File: src/rtl/ccc_pkg.sv
package ccc_pkg;

  typedef enum logic {
    KIND_TICK = 1'b0,
    KIND_LOAD = 1'b1
  } ccc_kind_t;

  // One classified item as it moves from the conversion pipeline to the counters.
  typedef struct packed {
    ccc_kind_t   kind;
    logic [31:0] load_epoch;
  } ccc_item_t;

  localparam int unsigned CCC_QUEUE_DEPTH = 8;

  localparam logic [15:0] CCC_TPS_RESET    = 16'd1000;
  localparam logic [31:0] CCC_SEC_PER_DAY  = 32'd86400;
  localparam logic [16:0] CCC_SEC_PER_HOUR = 17'd3600;
  localparam logic [16:0] CCC_SEC_PER_MIN  = 17'd60;
  localparam logic [11:0] CCC_EPOCH_YEAR   = 12'd1970;
  localparam logic [19:0] CCC_DAYS_PER_YR  = 20'd365;
  localparam logic [12:0] CCC_CENTURY      = 13'd100;
  // Leap years in years 1 through 1969.
  localparam logic [10:0] CCC_LEAPS_1969   = 11'd477;
  // ceil(2^16 / 25): exact quotient by 25 for any 10-bit dividend.
  localparam logic [21:0] CCC_RECIP25      = 22'd2622;

  function automatic logic [8:0] days_before_month(input logic [3:0] midx);
    logic [8:0] d;
    case (midx)
      4'd0:    d = 9'd0;
      4'd1:    d = 9'd31;
      4'd2:    d = 9'd59;
      4'd3:    d = 9'd90;
      4'd4:    d = 9'd120;
      4'd5:    d = 9'd151;
      4'd6:    d = 9'd181;
      4'd7:    d = 9'd212;
      4'd8:    d = 9'd243;
      4'd9:    d = 9'd273;
      4'd10:   d = 9'd304;
      4'd11:   d = 9'd334;
      default: d = 9'd0;
    endcase
    return d;
  endfunction

endpackage

File: src/rtl/ccc_front.sv
module ccc_front
  import ccc_pkg::*;
(
  input  logic        clk,
  input  logic        rst,
  input  logic        accept,
  input  logic        kind,
  input  logic [5:0]  second,
  input  logic [5:0]  minute,
  input  logic [4:0]  hour,
  input  logic [4:0]  day_of_month,
  input  logic [3:0]  month_number,
  input  logic [11:0] year_number,
  output logic [1:0]  in_flight,
  output logic        push,
  output ccc_item_t   push_item
);

  // Stage 1: year quotients and time of day.
  logic        v1;
  ccc_kind_t   s1_kind;
  logic [11:0] s1_year;
  logic        s1_year_gt;
  logic [9:0]  s1_q4m;
  logic [5:0]  s1_q100m;
  logic [5:0]  s1_q100y;
  logic [3:0]  s1_midx;
  logic [4:0]  s1_day;
  logic [16:0] s1_tod;

  // Stage 2: day count.
  logic        v2;
  ccc_kind_t   s2_kind;
  logic [31:0] s2_days;
  logic [16:0] s2_tod;

  // Stage 3: epoch seconds.
  logic        v3;
  ccc_kind_t   s3_kind;
  logic [31:0] s3_epoch;

  logic [11:0] year_m1;
  logic [21:0] prod_m;
  logic [21:0] prod_y;
  logic [16:0] tod;
  logic [3:0]  midx;

  assign year_m1 = year_number - 12'd1;
  // floor(n/100) is floor(floor(n/4)/25).
  assign prod_m  = {12'd0, year_m1[11:2]} * CCC_RECIP25;
  assign prod_y  = {12'd0, year_number[11:2]} * CCC_RECIP25;
  assign tod     = 17'(hour) * CCC_SEC_PER_HOUR + 17'(minute) * CCC_SEC_PER_MIN
                 + 17'(second);

  always_comb begin
    if (month_number == 4'd0) begin
      midx = 4'd0;
    end else if (month_number > 4'd12) begin
      midx = 4'd11;
    end else begin
      midx = month_number - 4'd1;
    end
  end

  logic [10:0] leaps;
  logic [19:0] year_days;
  logic [12:0] hund;
  logic        div100;
  logic        is_leap;
  logic [31:0] days;

  assign leaps     = 11'(s1_q4m) - 11'(s1_q100m) + 11'(s1_q100m[5:2]) - CCC_LEAPS_1969;
  assign year_days = 20'(s1_year - CCC_EPOCH_YEAR) * CCC_DAYS_PER_YR + 20'(leaps);
  assign hund      = 13'(s1_q100y) * CCC_CENTURY;
  assign div100    = ({1'b0, s1_year} == hund);
  assign is_leap   = ((s1_year[1:0] == 2'd0) && !div100)
                  || (div100 && (s1_q100y[1:0] == 2'd0));
  assign days      = (s1_year_gt ? 32'(year_days) : 32'd0)
                   + 32'(days_before_month(s1_midx))
                   + 32'(is_leap && (s1_midx >= 4'd2))
                   + 32'(s1_day) - 32'd1;

  always_ff @(posedge clk) begin
    if (rst) begin
      v1 <= 1'b0;
      v2 <= 1'b0;
      v3 <= 1'b0;
    end else begin
      v1 <= accept;
      v2 <= v1;
      v3 <= v2;
    end
    s1_kind    <= ccc_kind_t'(kind);
    s1_year    <= year_number;
    s1_year_gt <= (year_number > CCC_EPOCH_YEAR);
    s1_q4m     <= year_m1[11:2];
    s1_q100m   <= prod_m[21:16];
    s1_q100y   <= prod_y[21:16];
    s1_midx    <= midx;
    s1_day     <= day_of_month;
    s1_tod     <= tod;

    s2_kind    <= s1_kind;
    s2_days    <= days;
    s2_tod     <= s1_tod;

    s3_kind    <= s2_kind;
    s3_epoch   <= s2_days * CCC_SEC_PER_DAY + 32'(s2_tod);
  end

  assign in_flight            = 2'(v1) + 2'(v2) + 2'(v3);
  assign push                 = v3;
  assign push_item.kind       = s3_kind;
  assign push_item.load_epoch = s3_epoch;

endmodule

File: src/rtl/ccc_queue.sv
module ccc_queue
  import ccc_pkg::*;
#(
  parameter int unsigned DEPTH = CCC_QUEUE_DEPTH
) (
  input  logic                     clk,
  input  logic                     rst,
  input  logic                     push,
  input  ccc_item_t                push_item,
  input  logic                     pop,
  output logic                     not_empty,
  output ccc_item_t                head,
  output logic [$clog2(DEPTH+1)-1:0] count
);

  localparam int unsigned PW = (DEPTH > 1) ? $clog2(DEPTH) : 1;

  ccc_item_t     entries [DEPTH];
  logic [PW-1:0] wr_ptr;
  logic [PW-1:0] rd_ptr;

  always_ff @(posedge clk) begin
    if (rst) begin
      wr_ptr <= '0;
      rd_ptr <= '0;
      count  <= '0;
    end else begin
      if (push) begin
        wr_ptr <= (wr_ptr == PW'(DEPTH - 1)) ? '0 : wr_ptr + 1'b1;
      end
      if (pop) begin
        rd_ptr <= (rd_ptr == PW'(DEPTH - 1)) ? '0 : rd_ptr + 1'b1;
      end
      if (push && !pop) begin
        count <= count + 1'b1;
      end else if (pop && !push) begin
        count <= count - 1'b1;
      end
    end
    if (push) begin
      entries[wr_ptr] <= push_item;
    end
  end

  assign not_empty = (count != '0);
  assign head      = entries[rd_ptr];

`ifndef SYNTHESIS
  a_no_overflow: assert property (@(posedge clk) disable iff (rst)
    push |-> (count < ($clog2(DEPTH+1))'(DEPTH)))
    else $error("queue written while full");

  a_no_underflow: assert property (@(posedge clk) disable iff (rst)
    pop |-> not_empty)
    else $error("queue read while empty");
`endif

endmodule

File: src/rtl/ccc_back.sv
module ccc_back
  import ccc_pkg::*;
(
  input  logic        clk,
  input  logic        rst,
  input  logic [15:0] ticks_per_second,
  input  logic        not_empty,
  input  ccc_item_t   head,
  output logic        pop,
  output logic        out_valid,
  input  logic        out_ready,
  output logic [31:0] out_epoch,
  output logic [31:0] out_boot,
  output logic        out_elapsed
);

  logic [15:0] tick_count;
  logic [31:0] boot_counter;
  logic [31:0] epoch_counter;

  logic [16:0] tick_next;
  logic        wrap;
  logic [15:0] tick_count_next;
  logic [31:0] boot_counter_next;
  logic [31:0] epoch_counter_next;

  // A new item moves into the output register when it is empty or being drained.
  assign pop       = not_empty && (!out_valid || out_ready);
  assign tick_next = {1'b0, tick_count} + 17'd1;
  assign wrap      = (head.kind == KIND_TICK) && (tick_next >= {1'b0, ticks_per_second});

  always_comb begin
    tick_count_next    = tick_count;
    boot_counter_next  = boot_counter;
    epoch_counter_next = epoch_counter;
    case (head.kind)
      KIND_TICK: begin
        if (wrap) begin
          tick_count_next    = '0;
          boot_counter_next  = boot_counter + 32'd1;
          epoch_counter_next = epoch_counter + 32'd1;
        end else begin
          tick_count_next = tick_next[15:0];
        end
      end
      KIND_LOAD: begin
        epoch_counter_next = head.load_epoch;
      end
      default: begin
        tick_count_next = tick_count;
      end
    endcase
  end

  always_ff @(posedge clk) begin
    if (rst) begin
      tick_count    <= '0;
      boot_counter  <= '0;
      epoch_counter <= '0;
      out_valid     <= 1'b0;
    end else begin
      if (pop) begin
        tick_count    <= tick_count_next;
        boot_counter  <= boot_counter_next;
        epoch_counter <= epoch_counter_next;
        out_valid     <= 1'b1;
      end else if (out_ready) begin
        out_valid <= 1'b0;
      end
    end
    if (pop) begin
      out_epoch   <= epoch_counter_next;
      out_boot    <= boot_counter_next;
      out_elapsed <= wrap;
    end
  end

`ifndef SYNTHESIS
  a_load_keeps_boot: assert property (@(posedge clk) disable iff (rst)
    (pop && (head.kind == KIND_LOAD)) |=> ($stable(boot_counter) && $stable(tick_count)))
    else $error("date load disturbed the boot or tick counter");

  a_wrap_clears_ticks: assert property (@(posedge clk) disable iff (rst)
    (pop && wrap) |=> ((tick_count == '0) && out_elapsed))
    else $error("completed second did not clear the tick counter");
`endif

endmodule

File: src/rtl/calendar_clock_counter_top.sv
// Channel   Direction  Transaction
// s_axis    in         tick (tuser=0) or calendar date load (tuser=1)
// m_axis    out        epoch and boot seconds, tuser flags a completed second
// cfg       in         ticks per second, 16 bits
//
// One item is accepted per cycle while s_axis_tready is high; a result leaves after
// its item passes the three-stage date conversion pipeline (its multiply of the
// 32-bit day count by 86400), followed by the queue and the counter stage.
// Reset clears both second counters and the tick counter, sets ticks per second
// to 1000 and empties the queue; there is no clearing pass.
// When m_axis_tready is low the queue fills, and s_axis_tready drops once queued
// plus in-flight items reach the queue depth.
module calendar_clock_counter_top
  import ccc_pkg::*;
#(
  parameter int unsigned QUEUE_DEPTH = CCC_QUEUE_DEPTH
) (
  input  logic        clk,
  input  logic        rst,
  input  logic        s_axis_tvalid,
  output logic        s_axis_tready,
  // second[5:0], minute[11:6], hour[16:12], day_of_month[21:17],
  // month_number[25:22], year_number[37:26], zero fill [39:38]
  input  logic [39:0] s_axis_tdata,
  // kind[0]
  input  logic        s_axis_tuser,
  output logic        m_axis_tvalid,
  input  logic        m_axis_tready,
  // epoch_seconds[31:0], boot_seconds[63:32]
  output logic [63:0] m_axis_tdata,
  // second_elapsed[0]
  output logic        m_axis_tuser,
  input  logic        cfg_valid,
  output logic        cfg_ready,
  input  logic [15:0] cfg_data
);

  localparam int unsigned CW = $clog2(QUEUE_DEPTH + 1);

  logic [15:0] ticks_per_second;
  logic        accept;
  logic [1:0]  in_flight;
  logic        push;
  ccc_item_t   push_item;
  logic        pop;
  logic        not_empty;
  ccc_item_t   head;
  logic [CW-1:0] count;
  logic [31:0] out_epoch;
  logic [31:0] out_boot;

  assign cfg_ready = 1'b1;

  always_ff @(posedge clk) begin
    if (rst) begin
      ticks_per_second <= CCC_TPS_RESET;
    end else if (cfg_valid && cfg_ready) begin
      ticks_per_second <= cfg_data;
    end
  end

  // Every item in the conversion pipeline already holds a queue slot.
  assign s_axis_tready = ((CW + 2)'(count) + (CW + 2)'(in_flight)) < (CW + 2)'(QUEUE_DEPTH);
  assign accept        = s_axis_tvalid && s_axis_tready;

  ccc_front u_front (
    .clk          (clk),
    .rst          (rst),
    .accept       (accept),
    .kind         (s_axis_tuser),
    .second       (s_axis_tdata[5:0]),
    .minute       (s_axis_tdata[11:6]),
    .hour         (s_axis_tdata[16:12]),
    .day_of_month (s_axis_tdata[21:17]),
    .month_number (s_axis_tdata[25:22]),
    .year_number  (s_axis_tdata[37:26]),
    .in_flight    (in_flight),
    .push         (push),
    .push_item    (push_item)
  );

  ccc_queue #(
    .DEPTH (QUEUE_DEPTH)
  ) u_queue (
    .clk       (clk),
    .rst       (rst),
    .push      (push),
    .push_item (push_item),
    .pop       (pop),
    .not_empty (not_empty),
    .head      (head),
    .count     (count)
  );

  ccc_back u_back (
    .clk              (clk),
    .rst              (rst),
    .ticks_per_second (ticks_per_second),
    .not_empty        (not_empty),
    .head             (head),
    .pop              (pop),
    .out_valid        (m_axis_tvalid),
    .out_ready        (m_axis_tready),
    .out_epoch        (out_epoch),
    .out_boot         (out_boot),
    .out_elapsed      (m_axis_tuser)
  );

  assign m_axis_tdata = {out_boot, out_epoch};

endmodule

File: config.mk
export PLATFORM = sky130hd
export DESIGN_NAME = calendar_clock_counter_top
export DESIGN_NICKNAME = d
export VERILOG_FILES = /design/src/rtl/ccc_pkg.sv /design/src/rtl/ccc_front.sv /design/src/rtl/ccc_queue.sv /design/src/rtl/ccc_back.sv /design/src/rtl/calendar_clock_counter_top.sv
export SDC_FILE = /design/constraint.sdc
export NUM_CORES = 2
export LEC_CHECK = 0
export BUFFER_PORTS_ARGS = -buffer_cell sky130_fd_sc_hd__buf_2
export CORE_AREA = 2 2 259 261
export DETAILED_ROUTE_END_ITERATION = 10
export DIE_AREA = 0 0 261 263
export GPL_TIMING_DRIVEN = 0
export PLACE_DENSITY = 0.87
export SYNTH_ARGS = -nofsm -noshare
export SYNTH_HDL_FRONTEND = slang
export SYNTH_SLANG_ARGS = --single-unit
File: constraint.sdc
create_clock -name clk -period 8.9 [get_ports clk]
set_input_delay 2.67 -clock clk [delete_from_list [all_inputs] [get_ports clk]]
set_output_delay 2.67 -clock clk [all_outputs]
set_load 0.01 [all_outputs]
* Yosys cells after proc, flatten, opt, wreduce, memory -nomap -nowiden
Memories as Yosys holds them, arrays and structs flattened. A register that Yosys moved wholly into a read port is not among the register bits.
Index checks and enable logic that the tools add are counted.
** Cells by class
- $add $sub $neg :: 24
- Multipliers :: 7
- Magnitude comparators :: 5
- Eq/ne operators :: 3
- Mux-type cells :: 17
- Bitwise logic cells :: 1
- Reductions and logical operators :: 22
** Operators with widths (count)
- 32-bit 2-to-1 mux :: 3
- 32-bit by 1-bit adder with 32-bit output, second input constant :: 2
- 32-bit one-hot mux with 2 select lines :: 1
- 10-bit by 11-bit multiplier with 21-bit output, second input constant :: 2
- 32-bit by 1-bit adder with 32-bit output :: 1
- 32-bit by 17-bit adder with 32-bit output :: 1
- 32-bit by 5-bit adder with 32-bit output :: 1
- 32-bit by 9-bit adder with 32-bit output :: 1
- 32-bit by 10-bit multiplier with 25-bit output, second input constant :: 1
- 32-bit by 1-bit subtractor with 32-bit output, second input constant :: 1
- 20-bit by 11-bit adder with 20-bit output :: 1
- 20-bit by 9-bit multiplier with 20-bit output, second input constant :: 1
- 20-bit 2-to-1 mux :: 1
- 16-bit by 1-bit adder with 17-bit output, second input constant :: 1
- 17-bit by 12-bit adder with 17-bit output :: 1
- 17-bit by 6-bit adder with 17-bit output :: 1
- 17-bit by 16-bit greater-or-equal comparator with 1-bit output :: 1
- 16-bit 2-to-1 mux :: 1
- 12-bit by 13-bit == test with 1-bit output :: 1
- 5-bit by 8-bit multiplier with 13-bit output, second input constant :: 1
- 12-bit by 11-bit subtractor with 13-bit output, second input constant :: 1
- 12-bit by 11-bit greater-than comparator with 1-bit output, second input constant :: 1
- 3-bit 2-to-1 mux :: 4
- 4-bit 2-to-1 mux :: 3
- other kinds (27) :: 46
** Storage, ports and cells
- Flip-flop bits (word level) :: 320
- RAM bits :: 264
- ROM bits :: 144
- Input bits :: 62
- Output and inout port bits :: 68
- Memories :: 2
** Memory list
- u_queue.entries :: depth 8, width 33, read ports 1, clocked after memory_dff 1, write ports 1, RTL line ccc_queue.sv:18 : ccc_item_t entries [DEPTH];
- (no name shown) :: depth 16, width 9, read ports 1, clocked after memory_dff 0, write ports 0, RTL line ccc_pkg.sv:30 : case (midx)

* Depth between registers and ports, before layout
- Depth in word-level cells :: 9
- Depth in mapped cells :: 32
- Depth with buffers taken out :: 32

* Modules after synthesis
Synthesis repeated with hierarchy kept, for this count alone.
** Unflattened totals
- Cells, all modules :: 3368
- Area, all modules :: 37873.8 sq um
** Modules (own cells, without submodules)
- ccc_front :: times used 1, cells an instance 1921, area an instance 18263.8 sq um, seq. area each 2802.7 sq um
- ccc_queue :: times used 1, cells an instance 455, area an instance 10556.4 sq um, seq. area each 8187.9 sq um
- ccc_back :: times used 1, cells an instance 933, area an instance 8404.3 sq um, seq. area each 3573.4 sq um
- calendar_clock_counter_top :: times used 1, cells an instance 59, area an instance 649.4 sq um, seq. area each 320.3 sq um

* Worst setup path after synthesis
OpenSTA, ideal clock, no wires.
- Path type :: input to register
- From :: input port s_axis_tdata[29]
- To :: register u_front.s1_q100m[5]
- Setup time :: 0.143 ns
- Arrival :: 8.335 ns
- Setup slack :: 0.422 ns
- Stages on the path :: 20
- Cell sequence :: clkbuf_1 -> nor4_1 -> nand3_1 -> or3_1 -> xnor2_1 -> fa_1 -> fa_1 -> fa_1 -> fa_1 -> inv_1 -> fa_1 -> inv_1 -> ha_1 -> a21o_1 -> a21oi_1 -> o21ai_0 -> o211ai_1 -> nand2_1 -> a2111oi_0 -> xor2_1
** On the way
- Word-level cells in the longest chain between the ends :: 2
** Ends and longest elaborated chain
- start, declared :: RTL line calendar_clock_counter_top.sv:24 : input logic [39:0] s_axis_tdata,
- 12-bit by 1-bit subtractor with 12-bit output :: RTL line ccc_front.sv:48 : assign year_m1 = year_number - 12'd1;
- net u_front.year_m1[10] :: RTL line ccc_front.sv:42 : logic [11:0] year_m1;
- 10-bit by 11-bit multiplier with 21-bit output :: RTL line ccc_front.sv:50 : assign prod_m = {12'd0, year_m1[11:2]} * CCC_RECIP25;
- net u_front.prod_m[21] :: RTL line ccc_front.sv:43 : logic [21:0] prod_m;
- end signal, assigned :: RTL line ccc_front.sv:97 : s1_q100m <= prod_m[21:16];
- end, declared :: RTL line ccc_front.sv:25 : logic [5:0] s1_q100m;
The timed path passes the listed nets, and every way through them passes these cells.
A chain may end at the register's enable or synchronous reset.

* Final worst setup path
- From :: register u_front.s1_year[1]
- To :: register u_front.s2_days[21]
** On the way
- Word-level cells in the longest chain between the ends :: 8
** Ends and longest elaborated chain
- start, declared :: RTL line ccc_front.sv:22 : logic [11:0] s1_year;
- start signal, assigned :: RTL line ccc_front.sv:94 : s1_year <= year_number;
- 12-bit by 11-bit subtractor with 13-bit output / 12-bit by 13-bit == test with 1-bit output (equally long branches) :: RTL line ccc_front.sv:73, ccc_front.sv:75
- 20-bit by 9-bit multiplier with 20-bit output / 1-bit logical NOT (equally long branches) :: RTL line ccc_front.sv:73, ccc_front.sv:76
- 20-bit by 11-bit adder with 20-bit output / 1-bit logical AND (equally long branches) :: RTL line ccc_front.sv:73, ccc_front.sv:76
- 20-bit 2-to-1 mux / 1-bit logical OR (equally long branches) :: RTL line ccc_front.sv:78, ccc_front.sv:77
- 32-bit by 9-bit adder with 32-bit output / 1-bit logical AND (equally long branches) :: RTL line ccc_front.sv:79, ccc_front.sv:80
- 32-bit by 1-bit adder with 32-bit output * :: RTL line ccc_front.sv:80 : + 32'(is_leap && (s1_midx >= 4'd2))
- 32-bit by 5-bit adder with 32-bit output * :: RTL line ccc_front.sv:81 : + 32'(s1_day) - 32'd1;
- 32-bit by 1-bit subtractor with 32-bit output * :: RTL line ccc_front.sv:81
- net u_front.days[21] :: RTL line ccc_front.sv:70 : logic [31:0] days;
- end signal, assigned :: RTL line ccc_front.sv:104 : s2_days <= days;
- end, declared :: RTL line ccc_front.sv:34 : logic [31:0] s2_days;
The timed path passes the listed nets; every way through them passes the cells marked *.

==> impl.org <==
** Detailed routing
- After detailed routing, the number of remaining DRC violations is 0.
- First DRT Iteration DRCs :: 1,864
- Vias per cell :: 5.778
- The first detailed-routing pass ran for 9 iterations.
- Number of nets with antenna violations after detailed routing :: 0
- After detailed routing, the total wire length is 85,140 um.
- Routed WL per cell :: 19.07 um
- Routed vias :: 25,800

** Logic synthesis
- The most used flip-flop cell after synthesis is sky130_fd_sc_hd__edfxtp_1.
- The synthesized design contains 329 enable-type register cells.
- Total of warnings raised by yosys :: 0
- The number of nets in the synthesized netlist is 4,044.
- In this run, synthesis produced a sequential element count of 580.
- Sorting the synthesized cells by area gives the leading types as sky130_fd_sc_hd__edfxtp_1, sky130_fd_sc_hd__ha_1, sky130_fd_sc_hd__dfxtp_1.
- The mapped netlist covers 37,270 um2.
- The synthesized design spends more area on one cell type than any other, namely sky130_fd_sc_hd__edfxtp_1.
- Fraction of registers with async set/reset :: 0%
- Number of distinct standard cells referenced by the synthesized netlist :: 94
- Mean instance size in the synthesized netlist :: 11.12 um2
- Sequential-to-total area share from yosys stat :: 39.99%
- Among all cell types in the netlist, the one instantiated most often is sky130_fd_sc_hd__inv_1.
- Mapped Cells :: 3,352
- Commonest cells post-synth :: sky130_fd_sc_hd__inv_1, sky130_fd_sc_hd__ha_1, sky130_fd_sc_hd__edfxtp_1
- Area fraction of the dominant cell type after synthesis :: 26.51%

** Floorplanning
- After floorplanning, the core was sized to cover 65,630 um2.
- Measured along the x axis, the die boundary spans 261 um.
- I/O pin count :: 130
- For this configuration, the core starts out at a cell density of 56.79%.
- Die area :: 68,640 um2
- The die is 263 um tall.
- After floorplanning, the core was divided into 94 placement rows.

** Global routing
- Global router's overall resource usage :: 24.88%
- Final global-route overflow total :: 0
- First-pass GRT wire length :: 136,400 um
- Number of antenna violations at the first check in global routing :: 1
- Maximum number of pins on one net before global-route repair :: 45
- Via count of the first global-routing pass :: 26,390

** Place
- Port Buf Inserts :: 125
- Summed over all nets, the half-perimeter wirelength after detailed placement is 60,480 um.
- Routability-driven placement finished with a final weighted congestion of 0.9605.

** Clock tree
- Clock-pin slew was measured on the worst setup and hold paths at 0.07 ns.
- In this run, CTS created clock tree buffers numbering 58.
- TritonCTS clock tree :: done
- Clock latency on the worst-skew pair, taken at its later pin, is 0.64 ns.
- Cell at the root of the clock tree :: sky130_fd_sc_hd__clkbuf_16
- After clock tree synthesis, the flow added hold-fix buffers numbering 0.
- CTS sink count :: 580
- CTS built an H-tree with a depth of 2.
- The clock passes through at most 3 buffers.

** Critical path
- Count of cells along the worst register-to-register path :: 30
- Worst path arrival time :: 8.86 ns
- The critical path runs through a total of 30 cells.
- Worst endpoint required time :: 9.38 ns
- Max FO, Critical Path :: 6
- The slowest stage of the critical path is the sky130_fd_sc_hd__or4_1 cell.
- Buf+Inv Stages, Crit Path :: 5
- The critical path in this run is classified as register to register.
- Among cell families on the critical path, the largest total delay comes from adder cells.
- STA classifies the critical path endpoint as a register.
- Delay of the slowest cell on the worst path :: 0.59 ns
- Startpoint class of the critical path :: register
- Register-to-register setup slack :: 0.52 ns

** STA
- Post-route minimum period :: 8.377 ns
- Measured against its own limit, the worst slew margin works out to 16.57%.
- Unrepaired setup endpoints after global routing :: false
- Worst Clk Skew :: 0.02661 ns
- The final count of pins violating max slew came to 0.
- Setup_tns :: 0 ns
- Across all hold checks on the routed design, the worst slack comes to 0.3223 ns.
- The final hold violation count is 0.
- After layout, the worst path uses 94.13% of the clock period.
- Number of endpoints failing setup at the final stage :: 0
- At the pin with the least slew margin, the transition time is 1.251 ns.
- Based on the critical path, the design can be clocked at up to 0.1194 GHz.

** Worst hold path
- Cell depth of the worst hold path :: 0
- The tightest min-delay check is of the register to register type.

** Finish
- For this run, the share of the core covered by cells in the final layout is 62.92%.
- Sequential cell area :: 14,900 um2
- Final nets :: 4,243
- 0 antenna diodes ended up in the layout.
- Share of cells above drive strength 1 :: 10.91%
- Number of inserted filler cells in the final layout :: 4,771
- From synthesis to final layout, the design area changed by 10.78%.
- Area taken by multi-input logic gates :: 20,190 um2

** Outcome
- The run finished with clean final reports.

** Flow run
- The tool flagged a number of max-cap violations equal to 0.
==> flip-flops by register name, indices dropped and copies added, names as in the netlist, 6 cells and up, named ones only <==
register and flops:
u_queue.entries 264, u_front.s1_q100y 6, u_back.tick_count 16, u_front.s1_q4m 10, u_front.s2_tod 17, u_back.out_epoch 32
u_front.s1_q100m 6, u_front.s2_days 25, ticks_per_second 16, u_front.s1_year 12, u_back.epoch_counter 32, u_back.boot_counter 32
u_front.s3_epoch 32, u_front.s1_tod 17, u_back.out_boot 32
==> layout by cell type, fill, tap and decap left out, types with 31 or more instances in the layout <==
cell	count
sky130_fd_sc_hd__inv_1	500
sky130_fd_sc_hd__ha_1	455
sky130_fd_sc_hd__edfxtp_1	329
sky130_fd_sc_hd__dfxtp_1	251
sky130_fd_sc_hd__nor2_1	189
sky130_fd_sc_hd__fa_1	175
sky130_fd_sc_hd__a21oi_1	169
sky130_fd_sc_hd__xnor2_1	169
sky130_fd_sc_hd__nand2_1	156
sky130_fd_sc_hd__buf_2	141
sky130_fd_sc_hd__o21ai_0	84
sky130_fd_sc_hd__xor2_1	74
sky130_fd_sc_hd__nand3_1	69
sky130_fd_sc_hd__clkbuf_1	67
sky130_fd_sc_hd__mux4_2	66
sky130_fd_sc_hd__clkbuf_16	60
sky130_fd_sc_hd__nor3_1	53
sky130_fd_sc_hd__a21o_1	52
sky130_fd_sc_hd__and3_1	40
sky130_fd_sc_hd__mux2i_1	31
==> worst reg2reg max path, delay by kind of cell (launching register included) <==
kind | cells | cell delay [ns]
buffers and inverters | 5 | 0.49
xor gates and xnor gates | 2 | 0.28
AOI/OAI and AO/OA | 9 | 2.17
and+or+nand+nor | 5 | 1.34
DFF | 1 | 0.34
adders and majority gates | 9 | 3.61
==> path summary, 6_finish.rpt <==
path                                   start                     endpoint
hold / removal    u_front.s1_tod[12]$_DFF_P_   u_front.s2_tod[12]$_DFF_P_
setup reg to reg  u_front.s1_year[1]$_DFF_P_  u_front.s2_days[21]$_DFF_P_
setup / recovery  u_front.s1_year[1]$_DFF_P_  u_front.s2_days[21]$_DFF_P_
hold reg to reg   u_front.s1_tod[12]$_DFF_P_   u_front.s2_tod[12]$_DFF_P_
==> what timing repair did <==
action | CTS | global route
endpoints found under the setup margin | 0 | 5
buffers inserted | 0 | 2
resized for setup | 0 | 4
==> cells by family (layout without fill, tap and decap cells) <==
kind of cell	after synthesis	after routing	share of synthesized area, %
multiplexers	118	118	5.455
XOR/XNOR	245	245	5.757
other	1	1	0.01006
buffers and inverters	592	841	6.046
flip-flops	580	580	39.99
adder cells (fa/ha/maj)	630	630	24.67
AND/OR/NAND/NOR	671	671	8.926
AO/OA/AOI/OAI	515	515	9.144
==> per-stage QoR <==
step           std cells  area (um2)  worst slack [ns]
2_1_floorplan       3352       37270            0.4224
3_3_place_gp        4341       38980           -0.5024
3_5_place_dp        4354       39260           -0.5937
4_1_cts             4464       41260           0.04221
5_1_grt             4465       41290            0.1789
6_report            4465       41290            0.5227
==> area by class of cell <==
cell class,count,share of cell area (%)
multi-input cells,2180,48.90
clock inverters,36,0.9788
repair buffers,140,2.091
well taps,864,2.618
plain buffers,89,0.8879
flip-flops and latches,580,36.10
clock buffers,74,3.864
inverters,502,4.563
==> layer usage <==
layer | vias to the layer above | wire length [um] | global-route usage, %
met3 | 263 | 6025 | 4.564
met2 | 1030 | 42930 | 44.13
met1 | 12450 | 32850 | 29.66
met4 | 2 | 3308 | 9.905
met5 | - | 16 | 0
li1 | 12060 | - | -
Power is not shown: default switching activity piles up to over one toggle a cycle in this logic, so the estimate is an artifact.
